$ cat src/design/ird_pkg.sv
// Shared types, constants and a helper function for the integer to radix text converter.
// No dependencies; every other file of the block refers to this package by scoped names.
package ird_pkg;

  localparam int unsigned ValueW = 32;
  localparam int unsigned CharW = 7;
  localparam int unsigned RadixW = 6;
  localparam int unsigned MaxChars = 33;

  // Radix limits and the fallback used for out-of-range register values.
  localparam logic [RadixW-1:0] RadixReset = RadixW'(10);
  localparam logic [RadixW-1:0] RadixFallback = RadixW'(10);
  localparam logic [RadixW-1:0] RadixMin = RadixW'(2);
  localparam logic [RadixW-1:0] RadixMax = RadixW'(36);

  // The divider consumes this many dividend bits per cycle.
  localparam int unsigned DivBits = 8;
  localparam int unsigned DivSteps = ValueW / DivBits;

  localparam logic [CharW-1:0] MinusCode = CharW'(45);
  localparam logic [CharW-1:0] ZeroCode = CharW'(48);
  localparam logic [CharW-1:0] LetterBase = CharW'(87);

  typedef logic signed [ValueW-1:0] value_t;
  typedef logic [CharW-1:0] char_t;
  typedef logic [RadixW-1:0] radix_t;

  typedef enum logic [2:0] {
    ST_IDLE,
    ST_DIV,
    ST_PREP,
    ST_SIGN,
    ST_EMIT
  } ird_state_e;

  // Map a digit value 0..35 to '0'..'9' or 'a'..'z'.
  function automatic char_t digit_code(input radix_t d);
    char_t code;
    if (d < RadixW'(10)) begin
      code = ZeroCode + CharW'(d);
    end else begin
      code = LetterBase + CharW'(d);
    end
    return code;
  endfunction

endpackage

$ cat src/design/ird_if.sv
// Valid/ready channel interfaces for the integer to radix text converter.
// Depends on ird_pkg for the payload types.
interface ird_in_if;
  logic            valid;
  logic            ready;
  ird_pkg::value_t value;

  modport source (output valid, output value, input ready);
  modport sink (input valid, input value, output ready);
endinterface

interface ird_out_if;
  logic           valid;
  logic           ready;
  ird_pkg::char_t char_code;
  logic           last;

  modport source (output valid, output char_code, output last, input ready);
  modport sink (input valid, input char_code, input last, output ready);
endinterface

interface ird_cfg_if;
  logic            valid;
  logic            ready;
  ird_pkg::radix_t radix;

  modport source (output valid, output radix, input ready);
  modport sink (input valid, input radix, output ready);
endinterface

$ cat src/design/int_to_radix_digits.sv
// Top level of the integer to radix text converter: sequencer, shared divider and digit store.
// Depends on ird_pkg and the channel interfaces in ird_if.sv.

// The block takes one signed 32-bit integer per input request and returns its text in the
// radix held in the configuration register, one ASCII character per output request, most
// significant character first, with a leading '-' for negative values and last set on the
// final character. A radix register value outside 2..36 behaves as 10; the register resets
// to 10 and is written through the configuration channel, which is always ready. The block
// takes one number at a time and is not ready for input until the final character of the
// previous number has been taken. A number is accepted, divided digit by digit, the top
// digit is fetched from the store, a minus sign is offered if the value is negative, and
// then the digits are offered while the output side is ready. The most negative value in
// binary has 32 digits. The pace is set by the single shared divider, which retires 8
// dividend bits per cycle and thus needs four passes per digit, and by the single read
// port of the digit store.
module int_to_radix_digits #(
  parameter int unsigned MAX_CHARS = ird_pkg::MaxChars
) (
  input logic         clk_i,
  input logic         rst_ni,
  ird_in_if.sink      in_i,
  ird_out_if.source   out_o,
  ird_cfg_if.sink     cfg_i
);

  localparam int unsigned AddrW = $clog2(MAX_CHARS);
  localparam int unsigned StepW = $clog2(ird_pkg::DivSteps);
  localparam int unsigned ValW = ird_pkg::ValueW;
  localparam int unsigned RadW = ird_pkg::RadixW;
  localparam int unsigned DivB = ird_pkg::DivBits;

  typedef logic [AddrW-1:0] addr_t;

  ird_pkg::ird_state_e state_q, state_d;

  ird_pkg::radix_t radix_q;
  ird_pkg::radix_t base_q;
  ird_pkg::radix_t eff_base;
  logic            neg_q;
  logic [ValW-1:0] work_q;
  ird_pkg::radix_t rem_q;
  logic [StepW-1:0] step_q;
  addr_t           cnt_q;
  ird_pkg::radix_t rd_q;

  // Digit store, least significant digit at address zero.
  ird_pkg::radix_t digit_mem [MAX_CHARS];

  logic in_acc;
  logic out_acc;
  logic cfg_acc;

  // Shared divider signals.
  logic [RadW:0]     trial;
  ird_pkg::radix_t   rem_nxt;
  logic [DivB-1:0]   quo_bits;
  logic [ValW-1:0]   work_shift;
  logic              last_step;
  logic              div_done;
  logic              mem_we;
  logic              rd_en;
  addr_t             rd_addr;

  assign in_acc = in_i.valid && in_i.ready;
  assign out_acc = out_o.valid && out_o.ready;
  assign cfg_acc = cfg_i.valid && cfg_i.ready;

  always_comb begin
    if (radix_q inside {[ird_pkg::RadixMin:ird_pkg::RadixMax]}) begin
      eff_base = radix_q;
    end else begin
      eff_base = ird_pkg::RadixFallback;
    end
  end

  // One pass of the divider: restoring division of the top byte of the working word by the
  // radix, carrying the partial remainder in from the previous pass. Quotient bits are
  // shifted into the bottom, so after four passes the working word holds the full quotient.
  always_comb begin
    rem_nxt = rem_q;
    quo_bits = '0;
    trial = '0;
    for (int i = DivB - 1; i >= 0; i--) begin
      trial = {rem_nxt, work_q[ValW-DivB+i]};
      if (trial >= {1'b0, base_q}) begin
        quo_bits[i] = 1'b1;
        trial = trial - {1'b0, base_q};
      end
      rem_nxt = trial[RadW-1:0];
    end
  end

  assign work_shift = {work_q[ValW-DivB-1:0], quo_bits};
  assign last_step = (step_q == StepW'(ird_pkg::DivSteps - 1));
  // The digit loop stops on a zero quotient or when the digit store is one short of full.
  assign div_done = last_step &&
                    ((work_shift == '0) || (addr_t'(cnt_q + 1'b1) == addr_t'(MAX_CHARS - 1)));

  assign mem_we = (state_q == ird_pkg::ST_DIV) && last_step;
  assign rd_addr = cnt_q - 1'b1;
  assign rd_en = (state_q == ird_pkg::ST_PREP) ||
                 ((state_q == ird_pkg::ST_EMIT) && out_acc && (cnt_q != '0));

  // Next-state logic.
  always_comb begin
    state_d = state_q;
    case (state_q)
      ird_pkg::ST_IDLE: begin
        if (in_acc) state_d = ird_pkg::ST_DIV;
      end
      ird_pkg::ST_DIV: begin
        if (div_done) state_d = ird_pkg::ST_PREP;
      end
      ird_pkg::ST_PREP: begin
        state_d = neg_q ? ird_pkg::ST_SIGN : ird_pkg::ST_EMIT;
      end
      ird_pkg::ST_SIGN: begin
        if (out_acc) state_d = ird_pkg::ST_EMIT;
      end
      ird_pkg::ST_EMIT: begin
        if (out_acc && (cnt_q == '0)) state_d = ird_pkg::ST_IDLE;
      end
      default: begin
        state_d = ird_pkg::ST_IDLE;
      end
    endcase
  end

  // Handshake and payload outputs. In the emit state the read register holds the digit at
  // index cnt_q, so the final character is the one at index zero.
  always_comb begin
    in_i.ready = 1'b0;
    out_o.valid = 1'b0;
    out_o.char_code = ird_pkg::digit_code(rd_q);
    out_o.last = 1'b0;
    case (state_q)
      ird_pkg::ST_IDLE: begin
        in_i.ready = 1'b1;
      end
      ird_pkg::ST_SIGN: begin
        out_o.valid = 1'b1;
        out_o.char_code = ird_pkg::MinusCode;
      end
      ird_pkg::ST_EMIT: begin
        out_o.valid = 1'b1;
        out_o.last = (cnt_q == '0);
      end
      default: begin
        in_i.ready = 1'b0;
      end
    endcase
  end

  assign cfg_i.ready = 1'b1;

  always_ff @(posedge clk_i or negedge rst_ni) begin
    if (!rst_ni) begin
      state_q <= ird_pkg::ST_IDLE;
      radix_q <= ird_pkg::RadixReset;
      base_q <= ird_pkg::RadixFallback;
      neg_q <= 1'b0;
      work_q <= '0;
      rem_q <= '0;
      step_q <= '0;
      cnt_q <= '0;
    end else begin
      state_q <= state_d;
      if (cfg_acc) begin
        radix_q <= cfg_i.radix;
      end
      case (state_q)
        ird_pkg::ST_IDLE: begin
          if (in_acc) begin
            neg_q <= in_i.value[ValW-1];
            // The magnitude is taken as unsigned, so the most negative value maps to 2^31.
            work_q <= in_i.value[ValW-1] ? ValW'(-in_i.value) : ValW'(in_i.value);
            base_q <= eff_base;
            rem_q <= '0;
            step_q <= '0;
            cnt_q <= '0;
          end
        end
        ird_pkg::ST_DIV: begin
          work_q <= work_shift;
          if (last_step) begin
            rem_q <= '0;
            step_q <= '0;
            cnt_q <= cnt_q + 1'b1;
          end else begin
            rem_q <= rem_nxt;
            step_q <= step_q + 1'b1;
          end
        end
        ird_pkg::ST_PREP: begin
          cnt_q <= cnt_q - 1'b1;
        end
        ird_pkg::ST_EMIT: begin
          if (out_acc && (cnt_q != '0)) begin
            cnt_q <= cnt_q - 1'b1;
          end
        end
        default: begin
          cnt_q <= cnt_q;
        end
      endcase
    end
  end

  // Digit store with a registered read port.
  always_ff @(posedge clk_i) begin
    if (mem_we) begin
      digit_mem[cnt_q] <= rem_nxt;
    end
    if (rd_en) begin
      rd_q <= digit_mem[rd_addr];
    end
  end

  // The input side is never ready while a character is offered.
  assert property (@(posedge clk_i) disable iff (!rst_ni)
    out_o.valid |-> !in_i.ready)
    else $error("input ready while a character is pending");

  // The partial remainder always stays below the latched radix.
  assert property (@(posedge clk_i) disable iff (!rst_ni)
    (state_q == ird_pkg::ST_DIV) |-> (rem_q < base_q))
    else $error("divider remainder not below radix");

  // The latched radix is always a legal base.
  assert property (@(posedge clk_i) disable iff (!rst_ni)
    (state_q != ird_pkg::ST_IDLE) |->
      ((base_q >= ird_pkg::RadixMin) && (base_q <= ird_pkg::RadixMax)))
    else $error("latched radix out of range");

  // The digit count never passes the store limit.
  assert property (@(posedge clk_i) disable iff (!rst_ni)
    cnt_q <= addr_t'(MAX_CHARS - 1))
    else $error("digit count overflow");

  // After the final character is taken the block is ready for the next number.
  assert property (@(posedge clk_i) disable iff (!rst_ni)
    (out_acc && out_o.last) |=> in_i.ready)
    else $error("block not ready after final character");

endmodule
$ cat src/flat_wrapper.sv
// flat-port wrapper written by rule: the top's interface ports become plain ports
module int_to_radix_digits_flat 
#(
  parameter int unsigned MAX_CHARS = ird_pkg::MaxChars
)
  (clk_i, rst_ni, in_i_valid, in_i_value, in_i_ready, out_o_valid, out_o_char_code, out_o_last, out_o_ready, cfg_i_valid, cfg_i_radix, cfg_i_ready);
  ird_in_if in_i_i ();
  ird_out_if out_o_i ();
  ird_cfg_if cfg_i_i ();
  input logic clk_i;
  input logic rst_ni;
  input wire logic [$bits(in_i_i.valid)-1:0] in_i_valid;
  input wire logic [$bits(in_i_i.value)-1:0] in_i_value;
  output wire logic [$bits(in_i_i.ready)-1:0] in_i_ready;
  output wire logic [$bits(out_o_i.valid)-1:0] out_o_valid;
  output wire logic [$bits(out_o_i.char_code)-1:0] out_o_char_code;
  output wire logic [$bits(out_o_i.last)-1:0] out_o_last;
  input wire logic [$bits(out_o_i.ready)-1:0] out_o_ready;
  input wire logic [$bits(cfg_i_i.valid)-1:0] cfg_i_valid;
  input wire logic [$bits(cfg_i_i.radix)-1:0] cfg_i_radix;
  output wire logic [$bits(cfg_i_i.ready)-1:0] cfg_i_ready;
  assign in_i_i.valid = in_i_valid;
  assign in_i_i.value = in_i_value;
  assign in_i_ready = in_i_i.ready;
  assign out_o_valid = out_o_i.valid;
  assign out_o_char_code = out_o_i.char_code;
  assign out_o_last = out_o_i.last;
  assign out_o_i.ready = out_o_ready;
  assign cfg_i_i.valid = cfg_i_valid;
  assign cfg_i_i.radix = cfg_i_radix;
  assign cfg_i_ready = cfg_i_i.ready;
  int_to_radix_digits #(.MAX_CHARS(MAX_CHARS)) u_core (.clk_i(clk_i), .rst_ni(rst_ni), .in_i(in_i_i), .out_o(out_o_i), .cfg_i(cfg_i_i));
endmodule
$ cat config.mk
export PLATFORM = sky130hd
export DESIGN_NAME = int_to_radix_digits_flat
export DESIGN_NICKNAME = d
export VERILOG_FILES = /design/src/design/ird_pkg.sv /design/src/design/ird_if.sv /design/src/design/int_to_radix_digits.sv /design/src/flat_wrapper.sv
export SDC_FILE = /design/constraint.sdc
export NUM_CORES = 1
export LEC_CHECK = 0
export ABC_AREA = 0
export BUFFER_PORTS_ARGS = -buffer_cell sky130_fd_sc_hd__buf_2
export CORE_MARGIN = 5
export CORE_UTILIZATION = 35
export DETAILED_ROUTE_END_ITERATION = 6
export MAX_ROUTING_LAYER = met4
export SLEW_MARGIN = 20
export SYNTH_ARGS = -nofsm -noshare
export SYNTH_HDL_FRONTEND = slang
export SYNTH_SLANG_ARGS = --single-unit
$ cat constraint.sdc
create_clock -name clk_i -period 22.6 [get_ports clk_i]
set_clock_uncertainty 0.15 [all_clocks]
set_input_delay 3.39 -clock clk_i [delete_from_list [all_inputs] [get_ports clk_i]]
set_output_delay 3.39 -clock clk_i [all_outputs]
set_load 0.005 [all_outputs]
After elaboration in Yosys (flattened, before gate mapping)

Memory sizes are Yosys's and may differ from the RTL's. A register that Yosys moved wholly into a read port is not among the register bits.
Cells that the tools add are included.

Bits in writable memories: 198
Logic and storage cells: 110
Memories kept: 1
Register bits after elaboration: 62
Input bits: 43

Memory list:

| memory           | words | width | rd ports | clocked after memory_dff | wr ports | line                      | source |
|---|---|---|---|---|---|---|---|
| u_core.digit_mem | 33    | 6     | 1        | 1                        | 1        | int_to_radix_digits.sv:47 | `ird_pkg::radix_t digit_mem [MAX_CHARS];` |

$add $sub $neg: 14
Muxes and demuxes: 42
Equality and inequality tests: 12
Reduce and logical (&&, ||, !) cells: 22
Magnitude comparators: 11

Operator list:

| kind                                                   | number |
|---|---|
| two-way mux 6 bit                                      | 13 |
| two-way mux 32 bit                                     | 2 |
| one-hot mux 32 bit (2 select lines)                    | 1 |
| >= comparator 7 x 6 -> 1 bit                           | 8 |
| subtractor 6 bit                                       | 8 |
| zero test 32 bit                                       | 1 |
| negator 32 bit                                         | 1 |
| one-hot mux 6 bit (4 select lines)                     | 1 |
| two-way mux 3 bit                                      | 5 |
| one-hot mux 3 bit (5 select lines)                     | 1 |
| two-way mux 7 bit                                      | 2 |
| two-way mux 1 bit                                      | 13 |
| one-hot mux 6 bit (2 select lines)                     | 1 |
| logical AND 1 bit                                      | 9 |
| inequality test 2 x 1 -> 1 bit (second input constant) | 4 |
| AND reduction 4 bit                                    | 2 |
| adder 6 x 6 -> 7 bit (first input constant)            | 1 |
| adder 7 x 6 -> 7 bit (first input constant)            | 1 |
| adder 6 x 1 -> 6 bit (second input constant)           | 1 |
| == test 3 x 2 -> 1 bit (second input constant)         | 2 |
| == test 6 bit (second input constant)                  | 1 |
| >= comparator 6 x 2 -> 1 bit (second input constant)   | 1 |
| less-or-equal comparator 6 bit (second input constant) | 1 |
| zero test 6 bit                                        | 1 |
| 16 further kinds                                       | 20 |

Logic depth before layout (Yosys ltp)

Gate-level depths: netlist of the first run.

Depth after elaboration: 21
Depth in mapped cells: 77
Mapped depth without buffers: 76

Least setup slack after synthesis of the first run

Ideal clock, no wire load.

Path kind: reg-to-reg
Start point: reg u_core.base_q[1]
End point: mem u_core.digit_mem[0][2] in the netlist's numbering, data pin
Arrival: 16.394 ns
Setup slack: 5.595 ns
Cell stages (with the launch flop): 76
Data required time: 21.988 ns
Cells stage by stage: dfstp_2 > inv_1 > ha_1 > nand2_1 > o21ai_1 > a21oi_1 > mux2_2 > inv_1 > ha_1 > nor2b_1 > o31ai_1 > a211oi_1 > a2111oi_4 > mux2_2 > inv_1 > ha_1 > nor2b_1 > o31a_1 > (+40 left out) > nand2b_1 > a21o_1 > a21o_1 > a21oi_1 > nand3_1 > o21a_1 > mux2_2 > inv_1 > ha_1 > nor2b_1 > o21ai_0 > nand2b_1 > a21o_1 > a21o_1 > a211o_1 > a221o_1 > buf_6 > o21ai_0

Cells in the longest elaborated chain, start to end: 16
Elaborated cells on any way between the ends: 24
Classes of those cells: 8 x add/sub; 8 x order compare; 8 x mux

Ends and longest elaborated chain:

| item                                                             | line                                                 | source |
|---|---|---|
| start, declared                                                  | int_to_radix_digits.sv:37                            | `ird_pkg::radix_t base_q;` |
| start signal, assigned                                           | int_to_radix_digits.sv:160                           | `base_q <= ird_pkg::RadixFallback;` |
| start signal, assigned                                           | int_to_radix_digits.sv:177                           | `base_q <= eff_base;` |
| subtractor 6 bit or >= comparator 7 x 6 -> 1 bit (tied branches) | int_to_radix_digits.sv:87, int_to_radix_digits.sv:85 |  |
| two-way mux 6 bit                                                | int_to_radix_digits.sv:85                            | `if (trial >= {1'b0, base_q}) begin` |
| subtractor 6 bit or >= comparator 7 x 6 -> 1 bit (tied branches) | int_to_radix_digits.sv:87, int_to_radix_digits.sv:85 |  |
| two-way mux 6 bit                                                | int_to_radix_digits.sv:85                            |  |
| subtractor 6 bit or >= comparator 7 x 6 -> 1 bit (tied branches) | int_to_radix_digits.sv:87, int_to_radix_digits.sv:85 |  |
| two-way mux 6 bit                                                | int_to_radix_digits.sv:85                            |  |
| subtractor 6 bit or >= comparator 7 x 6 -> 1 bit (tied branches) | int_to_radix_digits.sv:87, int_to_radix_digits.sv:85 |  |
| two-way mux 6 bit                                                | int_to_radix_digits.sv:85                            |  |
| subtractor 6 bit or >= comparator 7 x 6 -> 1 bit (tied branches) | int_to_radix_digits.sv:87, int_to_radix_digits.sv:85 |  |
| two-way mux 6 bit                                                | int_to_radix_digits.sv:85                            |  |
| >= comparator 7 x 6 -> 1 bit or subtractor 6 bit (tied branches) | int_to_radix_digits.sv:85, int_to_radix_digits.sv:87 |  |
| two-way mux 6 bit                                                | int_to_radix_digits.sv:85                            |  |
| subtractor 6 bit or >= comparator 7 x 6 -> 1 bit (tied branches) | int_to_radix_digits.sv:87, int_to_radix_digits.sv:85 |  |
| two-way mux 6 bit                                                | int_to_radix_digits.sv:85                            |  |
| subtractor 6 bit or >= comparator 7 x 6 -> 1 bit (tied branches) | int_to_radix_digits.sv:87, int_to_radix_digits.sv:85 |  |
| two-way mux 6 bit (*)                                            | int_to_radix_digits.sv:85                            |  |
| via u_core.trial[2]                                              | int_to_radix_digits.sv:54                            | `logic [RadW:0] trial;` |
| end, declared                                                    | int_to_radix_digits.sv:47                            |  |

Mark *: on every way through the listed nets, which the timed path passes. The rest lies on a longest branch.

Final worst setup path of the first run

Start point: reg u_core.base_q[1]
End point: mem u_core.digit_mem[11][1] in the netlist's numbering, data pin

Cells in the longest elaborated chain, start to end: 16
Elaborated cells on any way between the ends: 24
Classes of those cells: 8 x add/sub; 8 x order compare; 8 x mux

Ends and longest elaborated chain:

| item                                                             | line |
|---|---|
| subtractor 6 bit or >= comparator 7 x 6 -> 1 bit (tied branches) | int_to_radix_digits.sv:87, int_to_radix_digits.sv:85 |
| two-way mux 6 bit                                                | int_to_radix_digits.sv:85 |
| subtractor 6 bit or >= comparator 7 x 6 -> 1 bit (tied branches) | int_to_radix_digits.sv:87, int_to_radix_digits.sv:85 |
| two-way mux 6 bit                                                | int_to_radix_digits.sv:85 |
| subtractor 6 bit or >= comparator 7 x 6 -> 1 bit (tied branches) | int_to_radix_digits.sv:87, int_to_radix_digits.sv:85 |
| two-way mux 6 bit                                                | int_to_radix_digits.sv:85 |
| subtractor 6 bit or >= comparator 7 x 6 -> 1 bit (tied branches) | int_to_radix_digits.sv:87, int_to_radix_digits.sv:85 |
| two-way mux 6 bit                                                | int_to_radix_digits.sv:85 |
| subtractor 6 bit or >= comparator 7 x 6 -> 1 bit (tied branches) | int_to_radix_digits.sv:87, int_to_radix_digits.sv:85 |
| two-way mux 6 bit                                                | int_to_radix_digits.sv:85 |
| >= comparator 7 x 6 -> 1 bit or subtractor 6 bit (tied branches) | int_to_radix_digits.sv:85, int_to_radix_digits.sv:87 |
| two-way mux 6 bit                                                | int_to_radix_digits.sv:85 |
| >= comparator 7 x 6 -> 1 bit or subtractor 6 bit (tied branches) | int_to_radix_digits.sv:85, int_to_radix_digits.sv:87 |
| two-way mux 6 bit                                                | int_to_radix_digits.sv:85 |
| subtractor 6 bit or >= comparator 7 x 6 -> 1 bit (tied branches) | int_to_radix_digits.sv:87, int_to_radix_digits.sv:85 |
| two-way mux 6 bit (*)                                            | int_to_radix_digits.sv:85 |
| via u_core.trial[1]                                              | int_to_radix_digits.sv:54 |

Marks and branches as above.

==> flow_metrics.tcl, run 1 <==
set metrics [dict create \
    cts.clk_slew.worst_paths_ps 60 \
    synth_cell_type_count 74 \
    ys_seq_area_share_pct 53.7 \
    synth_top_cell_by_area "edfxtp_1" \
    clock_sinks 266 \
    setup_viol 0 \
    wirelength_mm 34.9 \
    die_y_um 212 \
    async_reset_ff_share_pct 23.3 \
    synth_flop_cell "edfxtp_1" \
    cp_top_family "compound AO/OA/AOI/OAI gates" \
    cts_made_buffers 27 \
    ys_top_cells_by_count "edfxtp_1, nor2_1, o21ai_0, nand2_1, mux4_2" \
    ys_top_cells_by_area "edfxtp_1, dfrtp_1, mux4_2, ha_1, o21ai_0" \
    outcome "complete, no violations" \
    grt_pass1_vias 9536 \
    post-route-drc-count 0 \
    cts_root_buffer "clkbuf_16" \
    clockBufferDepth 3 \
    rsz0062_at_grt "no" \
    cts_tree "done" \
    rows 74 \
    start_util_pct 35.2 \
    postSynthCellCount 1125 \
    slew_violations 0 \
    io_buffers 52 \
    drv_cap 0 \
    synth_area_per_cell_um2 12.7 \
    grt_pass1_wl_mm 54.7 \
    die_w_um 212 \
    critPathLaunchType "flip-flop" \
    synth_warnings 0 \
    critPathKind "reg2reg" \
    ys_ff_latch 266 \
    dp_hpwl_mm 24.9 \
    core_um2 40600 \
    synth_top_area_share_pct 42.8 \
    grt_util_all_layers_pct 15.9 \
    synthAdderAreaFrac_pct 6.10 \
    grt-ovfl-total 0 \
    yosysMostFrequentCell "edfxtp_1" \
    cp_max_fo 34 \
    firstDrtPassIters 5 \
    synth_edf_count 204 \
    fin_crit_sh_pct 84.3 \
    synth-simple-area-share_pct 8.97 \
    ant_nets 0 \
    path_buf_inv 7 \
    drive_above_1_share_pct 17.7 \
    wl_per_cell_um 20.3 \
    drt-initial-drc-count 583 \
    globalplace.congestion 0.902 \
    max-slew-margin-rel_pct 29.0 \
    cp.arrival_ps 19130 \
    synthMuxAreaShare_pct 12.2 \
    setup_tns_ps 0 \
    timing.fmax_mhz 52.5 \
    fin_crit_ps 19060 \
    path_common_cell "ha_1" \
    worst_setup_path_end_kind "flip-flop" \
    n_antenna_cell 0 \
    worstPathRequired_ps 22660 \
    htreeDepth 1 \
    slowest_delay_ps 850 \
    areaGrowthSynthToFinish_pct 12.6 \
    fp.dieArea_um2 45000 \
    netlist_area_um2 14300 \
    vias 9431 \
    max_slew.worst_pin.slew_ps 1060 \
    synth_compound_area_share_pct 12.6 \
    post-cts-setup-buffer-count 0 \
    cts-resized-gates 0 \
    grt_max_degree 63 \
    io_pins 54 \
    finalHoldViolCount 0 \
    synth_top_family_by_area "compound AO/OA/AOI/OAI gates" \
    hold_path_class "reg2reg" \
    cp_slowest_cell "mux2i_4" \
    fillCellCount 3791 \
    antenna_found_initial 0 \
    via_per_inst 5.48 \
    clk_latency_ps 550 \
    synth_xor_area_share_pct 3.55 \
    fin_nets 1276 \
    holdBufCountCts 0 \
    synth_nets 1233 \
]
-- worst register-to-register path, delay by kind of cell, from the launching register on --
family                   cells  cell delay, ps
AO/OA/AOI/OAI               34            8650
adder cells (fa/ha/maj)      8            2050
buffers and inverters        7             780
flip-flops                   1             770
multiplexers                 6            2880
AND/OR/NAND/NOR             15            3450
-- through the flow --
| step | util, % | std cells | area, µm² | hold slack, ps | worst slack, ps |
|---|---|---|---|---|---|
| global placement | 37.3 | 1671 | 15200 | 337 | 4130 |
| global route | 39.6 | 1721 | 16100 | 391 | 2130 |
| finish | 39.6 | 1721 | 16100 | 355 | 3540 |
| detailed placement | 37.3 | 1671 | 15200 | 338 | 3560 |
| floorplan | - | 1125 | 14300 | 314 | 5590 |
| CTS | 39.6 | 1721 | 16100 | 360 | 3530 |
-- flip-flops by register name, summed over array words and instances (netlist names) --
name and cells:
u_core.digit_mem 198, u_core.work_q 32, u_core.base_q 6, u_core.cnt_q 6
u_core.radix_q 6, u_core.rd_q 6, u_core.rem_q 6, u_core.state_q 3
u_core.step_q 2, u_core.neg_q 1
-- cells by family after synthesis --
family                     after synthesis
buffers and inverters                  103
DFF                                    266
and+or+nand+nor                        269
adders and majority gates               65
xor gates and xnor gates                58
AOI/OAI and AO/OA                      267
muxes                                   96
other                                    1
-- routing by layer --
metal	global-route usage, %	wire length (µm)	vias to the layer above
met1	21.1	15300	4659
met2	25.6	16700	272
met5	-	0	-
met4	5.15	1220	0
met3	2.05	1600	75
li1	-	-	4425
-- layout by cell type, fill, tap and decap left out, types with 15 or more instances in the layout --
cell type / netlist / routed
o31ai_1: 16 / 16
xnor2_1: 21 / 20
edfxtp_1: 204 / 204
nand2_1: 64 / 64
mux4_2: 60 / 60
nand3_1: 28 / 28
xor2_1: 37 / 36
a21o_1: 15 / 15
mux2i_1: 18 / 16
buf_2: 0 / 52
a21oi_1: 44 / 44
nor2_1: 87 / 86
a22oi_1: 25 / 25
ha_1: 57 / 56
inv_1: 56 / 56
o21ai_0: 73 / 72
dfrtp_1: 58 / 57
clkbuf_16: 0 / 27
-- final cells by class --
| type | instances | area [µm²] | area share [%] |
|---|---|---|---|
| sequential | 266 | 7690 | 47.7 |
| multi-input combinational | 756 | 6290 | 39.0 |
| clock buffer | 39 | 781 | 4.85 |
| tap | 532 | 666 | 4.13 |
| timing repair buffer | 60 | 320 | 1.99 |
| inverter | 57 | 214 | 1.33 |
| clock inverter | 11 | 158 | 0.978 |
-- path summary, 6_finish.rpt --
kind                                  start  slack [ps]                       to  cells past startpoint
setup / recovery           u_core.base_q[1]        3540  u_core.digit_mem[11][1]                     70
hold / removal             u_core.step_q[0]         350         u_core.step_q[0]                      1
setup reg to reg           u_core.base_q[1]        3540  u_core.digit_mem[11][1]                     70
hold reg to reg            u_core.step_q[0]         350         u_core.step_q[0]                      1
max in group asynchronous            rst_ni       18790          u_core.cnt_q[0]                      2
min in group asynchronous            rst_ni        2880         u_core.work_q[5]                      2
Power of run 1 is not shown: default switching activity piles up to over one toggle a cycle in this logic, so the estimate is an artifact.
==> run 2, diff against run 1 <==
- ABC_AREA: 0 -> 1
- clock period: 22.6 -> 18.2 ns (I/O delays scaled with it)
==> run 2 against run 1 <==
Compared with the run above:
- setup slack got worse by 270 ps
- die area increased by 3.3%
- hold slack got worse by 8.4 ps
- core utilization decreased by 0.084 points
- first-iteration DRC count increased by 34%
- largest cell class unchanged
- via count increased by 18%
- non-clock buffer count increased by 1
- maximum frequency increased by 28%
- cell count increased by 22%
- critical path depth increased by 6
==> flow_metrics.tcl, run 2 <==
set metrics [dict create \
    core_um2 41900 \
    ys_top_cells_by_count "nand2_1, edfxtp_1, inv_1, nor2_1, o21ai_0" \
    rr_worst_depth 76 \
    areaGrowthSynthToFinish_pct 11.8 \
    clock_sinks 266 \
    firstDrtPassIters 5 \
    post-cts-setup-buffer-count 0 \
    io_buffers 52 \
    worstPathRequired_ps 18290 \
    io_pins 54 \
    synth_nets 1607 \
    critPathKind "reg2reg" \
    drive_above_1_share_pct 10.7 \
    fp.dieArea_um2 46500 \
    slew_violations 0 \
    most-common-layout-cells "nand2_1, edfxtp_1, inv_1" \
    worst_setup_path_end_kind "flip-flop" \
    clockBufferDepth 3 \
    reg_top3 "u_core.digit_mem (198), u_core.work_q (32)" \
    fin_nets 1640 \
    netlist_area_um2 14800 \
    ant_nets 0 \
    finalHoldViolCount 0 \
    hold_end "u_core.work_q[10]" \
    n_antenna_cell 0 \
    via_per_inst 5.31 \
    fin_crit_sh_pct 82.0 \
    post-route-drc-count 0 \
    cts_tree "done" \
    fin_crit_ps 14930 \
    wl_per_cell_um 18.2 \
    rr_endpoint "u_core.digit_mem[29][3]" \
    die_w_um 216 \
    fin_hold_ws_ps 346 \
    setup_viol 0 \
    setup_tns_ps 0 \
    whs_path_depth 2 \
    start_util_pct 35.4 \
    synth_area_per_cell_um2 9.88 \
    synth_edf_count 204 \
    synth_top_area_share_pct 41.4 \
    cts_root_buffer "clkbuf_16" \
    postSynthCellCount 1499 \
    synth_top_cell_by_area "edfxtp_1" \
    grt_pass1_wl_mm 60.9 \
    reg2reg_setup_slack_ps 3270 \
    dp_hpwl_mm 26.3 \
    clk_latency_ps 550 \
    timing.fmax_mhz 67.0 \
    largest_register "u_core.digit_mem" \
    grt-ovfl-total 0 \
    path_common_cell "nand2_1" \
    cts-resized-gates 0 \
    globalplace.congestion 0.901 \
    cts_made_buffers 27 \
    slowest_delay_ps 740 \
    fin_area_um2 16600 \
    ys_ff_latch 266 \
    place_ws_ps 3050 \
    yosysMostFrequentCell "nand2_1" \
    cp_slowest_cell "dfstp_2" \
    setup_slack_ps 3270 \
    max-slew-margin-rel_pct 32.0 \
    drv_cap 0 \
    grt_pass1_vias 11200 \
    rsz0062_at_grt "no" \
    async_reset_ff_share_pct 23.3 \
    grt_util_all_layers_pct 16.6 \
    largest_register_ff_count 198 \
    max_slew.worst_pin.slew_ps 1020 \
    synth_flop_cell "edfxtp_1" \
    ys_top_cells_by_area "edfxtp_1, dfrtp_1, nand2_1, ha_1, o221ai_1" \
    vias 11100 \
    die_y_um 216 \
    hold_path_class "reg2reg" \
    grt_max_degree 99 \
    critPathLaunchType "flip-flop" \
    drt-initial-drc-count 782 \
    outcome "complete, no violations" \
    ys_seq_area_share_pct 51.9 \
    htreeDepth 1 \
    holdBufCountCts 0 \
    cts.clk_slew.worst_paths_ps 60 \
    antenna_found_initial 0 \
    cp.arrival_ps 15020 \
    final_common_cell "nand2_1" \
    min_from "u_core.work_q[10]" \
    wirelength_mm 38.1 \
    cp_max_fo 33 \
    synth_warnings 0 \
    rows 75 \
    synth_cell_type_count 56 \
    r2r-start "u_core.base_q[1]" \
    placed_cell_area_um2 15600 \
]
[run 2: cell types whose count changed after synthesis, moves of 14 or more]
cell	change
nand2_1	+157
inv_1	+112
o221ai_1	+70
nor2_1	+61
mux4_2	-60
nand3_1	+57
o21ai_0	+36
mux2i_1	+28
a22oi_1	-25
nand4_1	+22
nand2_2	+16
mux2_2	-14
[run 2: kinds of logic (layout without fill, tap and decap cells)]
family / Yosys count / in the layout / share of synthesized area, %
XOR/XNOR: 59 / 59 / 3.49
flip-flops: 266 / 266 / 51.9
adder cells (fa/ha/maj): 65 / 65 / 5.90
multiplexers: 46 / 46 / 3.11
other: 1 / 1 / 0.0253
AND/OR/NAND/NOR: 557 / 557 / 17.5
buffers and inverters: 229 / 283 / 5.98
AO/OA/AOI/OAI: 276 / 276 / 12.1
[run 2: area by class of cell]
class	count	area (µm²)
clock inverter	12	159
tap	539	674
fill	4105	25300
sequential	266	7690
clock buffer	38	787
inverter	172	646
multi-input combinational	1004	6270
timing repair buffer	61	328
[run 2: routing by layer]
layer  routed length (µm)  global-route usage [%]  share of wire (%)
met4                 1100                    5.08                2.9
met1                16500                    20.8                 43
met3                 1880                    2.14                4.9
met2                18600                    28.1                 49
met5                    0                       -                  0
[run 2: critical path: cells and delay by family, from the launching register on]
family,cells,cell delay [ps]
buffers and inverters,9,1160
AOI/OAI and AO/OA,29,6090
adders and majority gates,8,2810
and+or+nand+nor,30,3640
DFF,1,740
[run 2: metrics by stage]
stage               util [%]  instances
finish                  39.6       2092
global route            39.6       2092
CTS                     39.5       2092
detailed placement      37.3       2042
global placement        37.3       2042
floorplan                  -       1499
[run 2: worst max path at each step]
| stage | startpoint | to | slack [ps] | cells past startpoint |
|---|---|---|---|---|
| 2_1_floorplan | u_core.base_q[1] | u_core.digit_mem[0][1] | 5280 | 80 |
| 3_3_place_gp | u_core.base_q[1] | u_core.digit_mem[7][3] | 3650 | 78 |
| 3_5_place_dp | u_core.base_q[1] | u_core.digit_mem[12][4] | 3050 | 79 |
| 4_1_cts | u_core.base_q[1] | u_core.digit_mem[25][4] | 2960 | 79 |
| 5_1_grt | u_core.base_q[1] | u_core.digit_mem[5][3] | 1670 | 81 |
| 6_report | u_core.base_q[1] | u_core.digit_mem[29][3] | 3270 | 76 |
Power of run 2 is left out for the same reason.
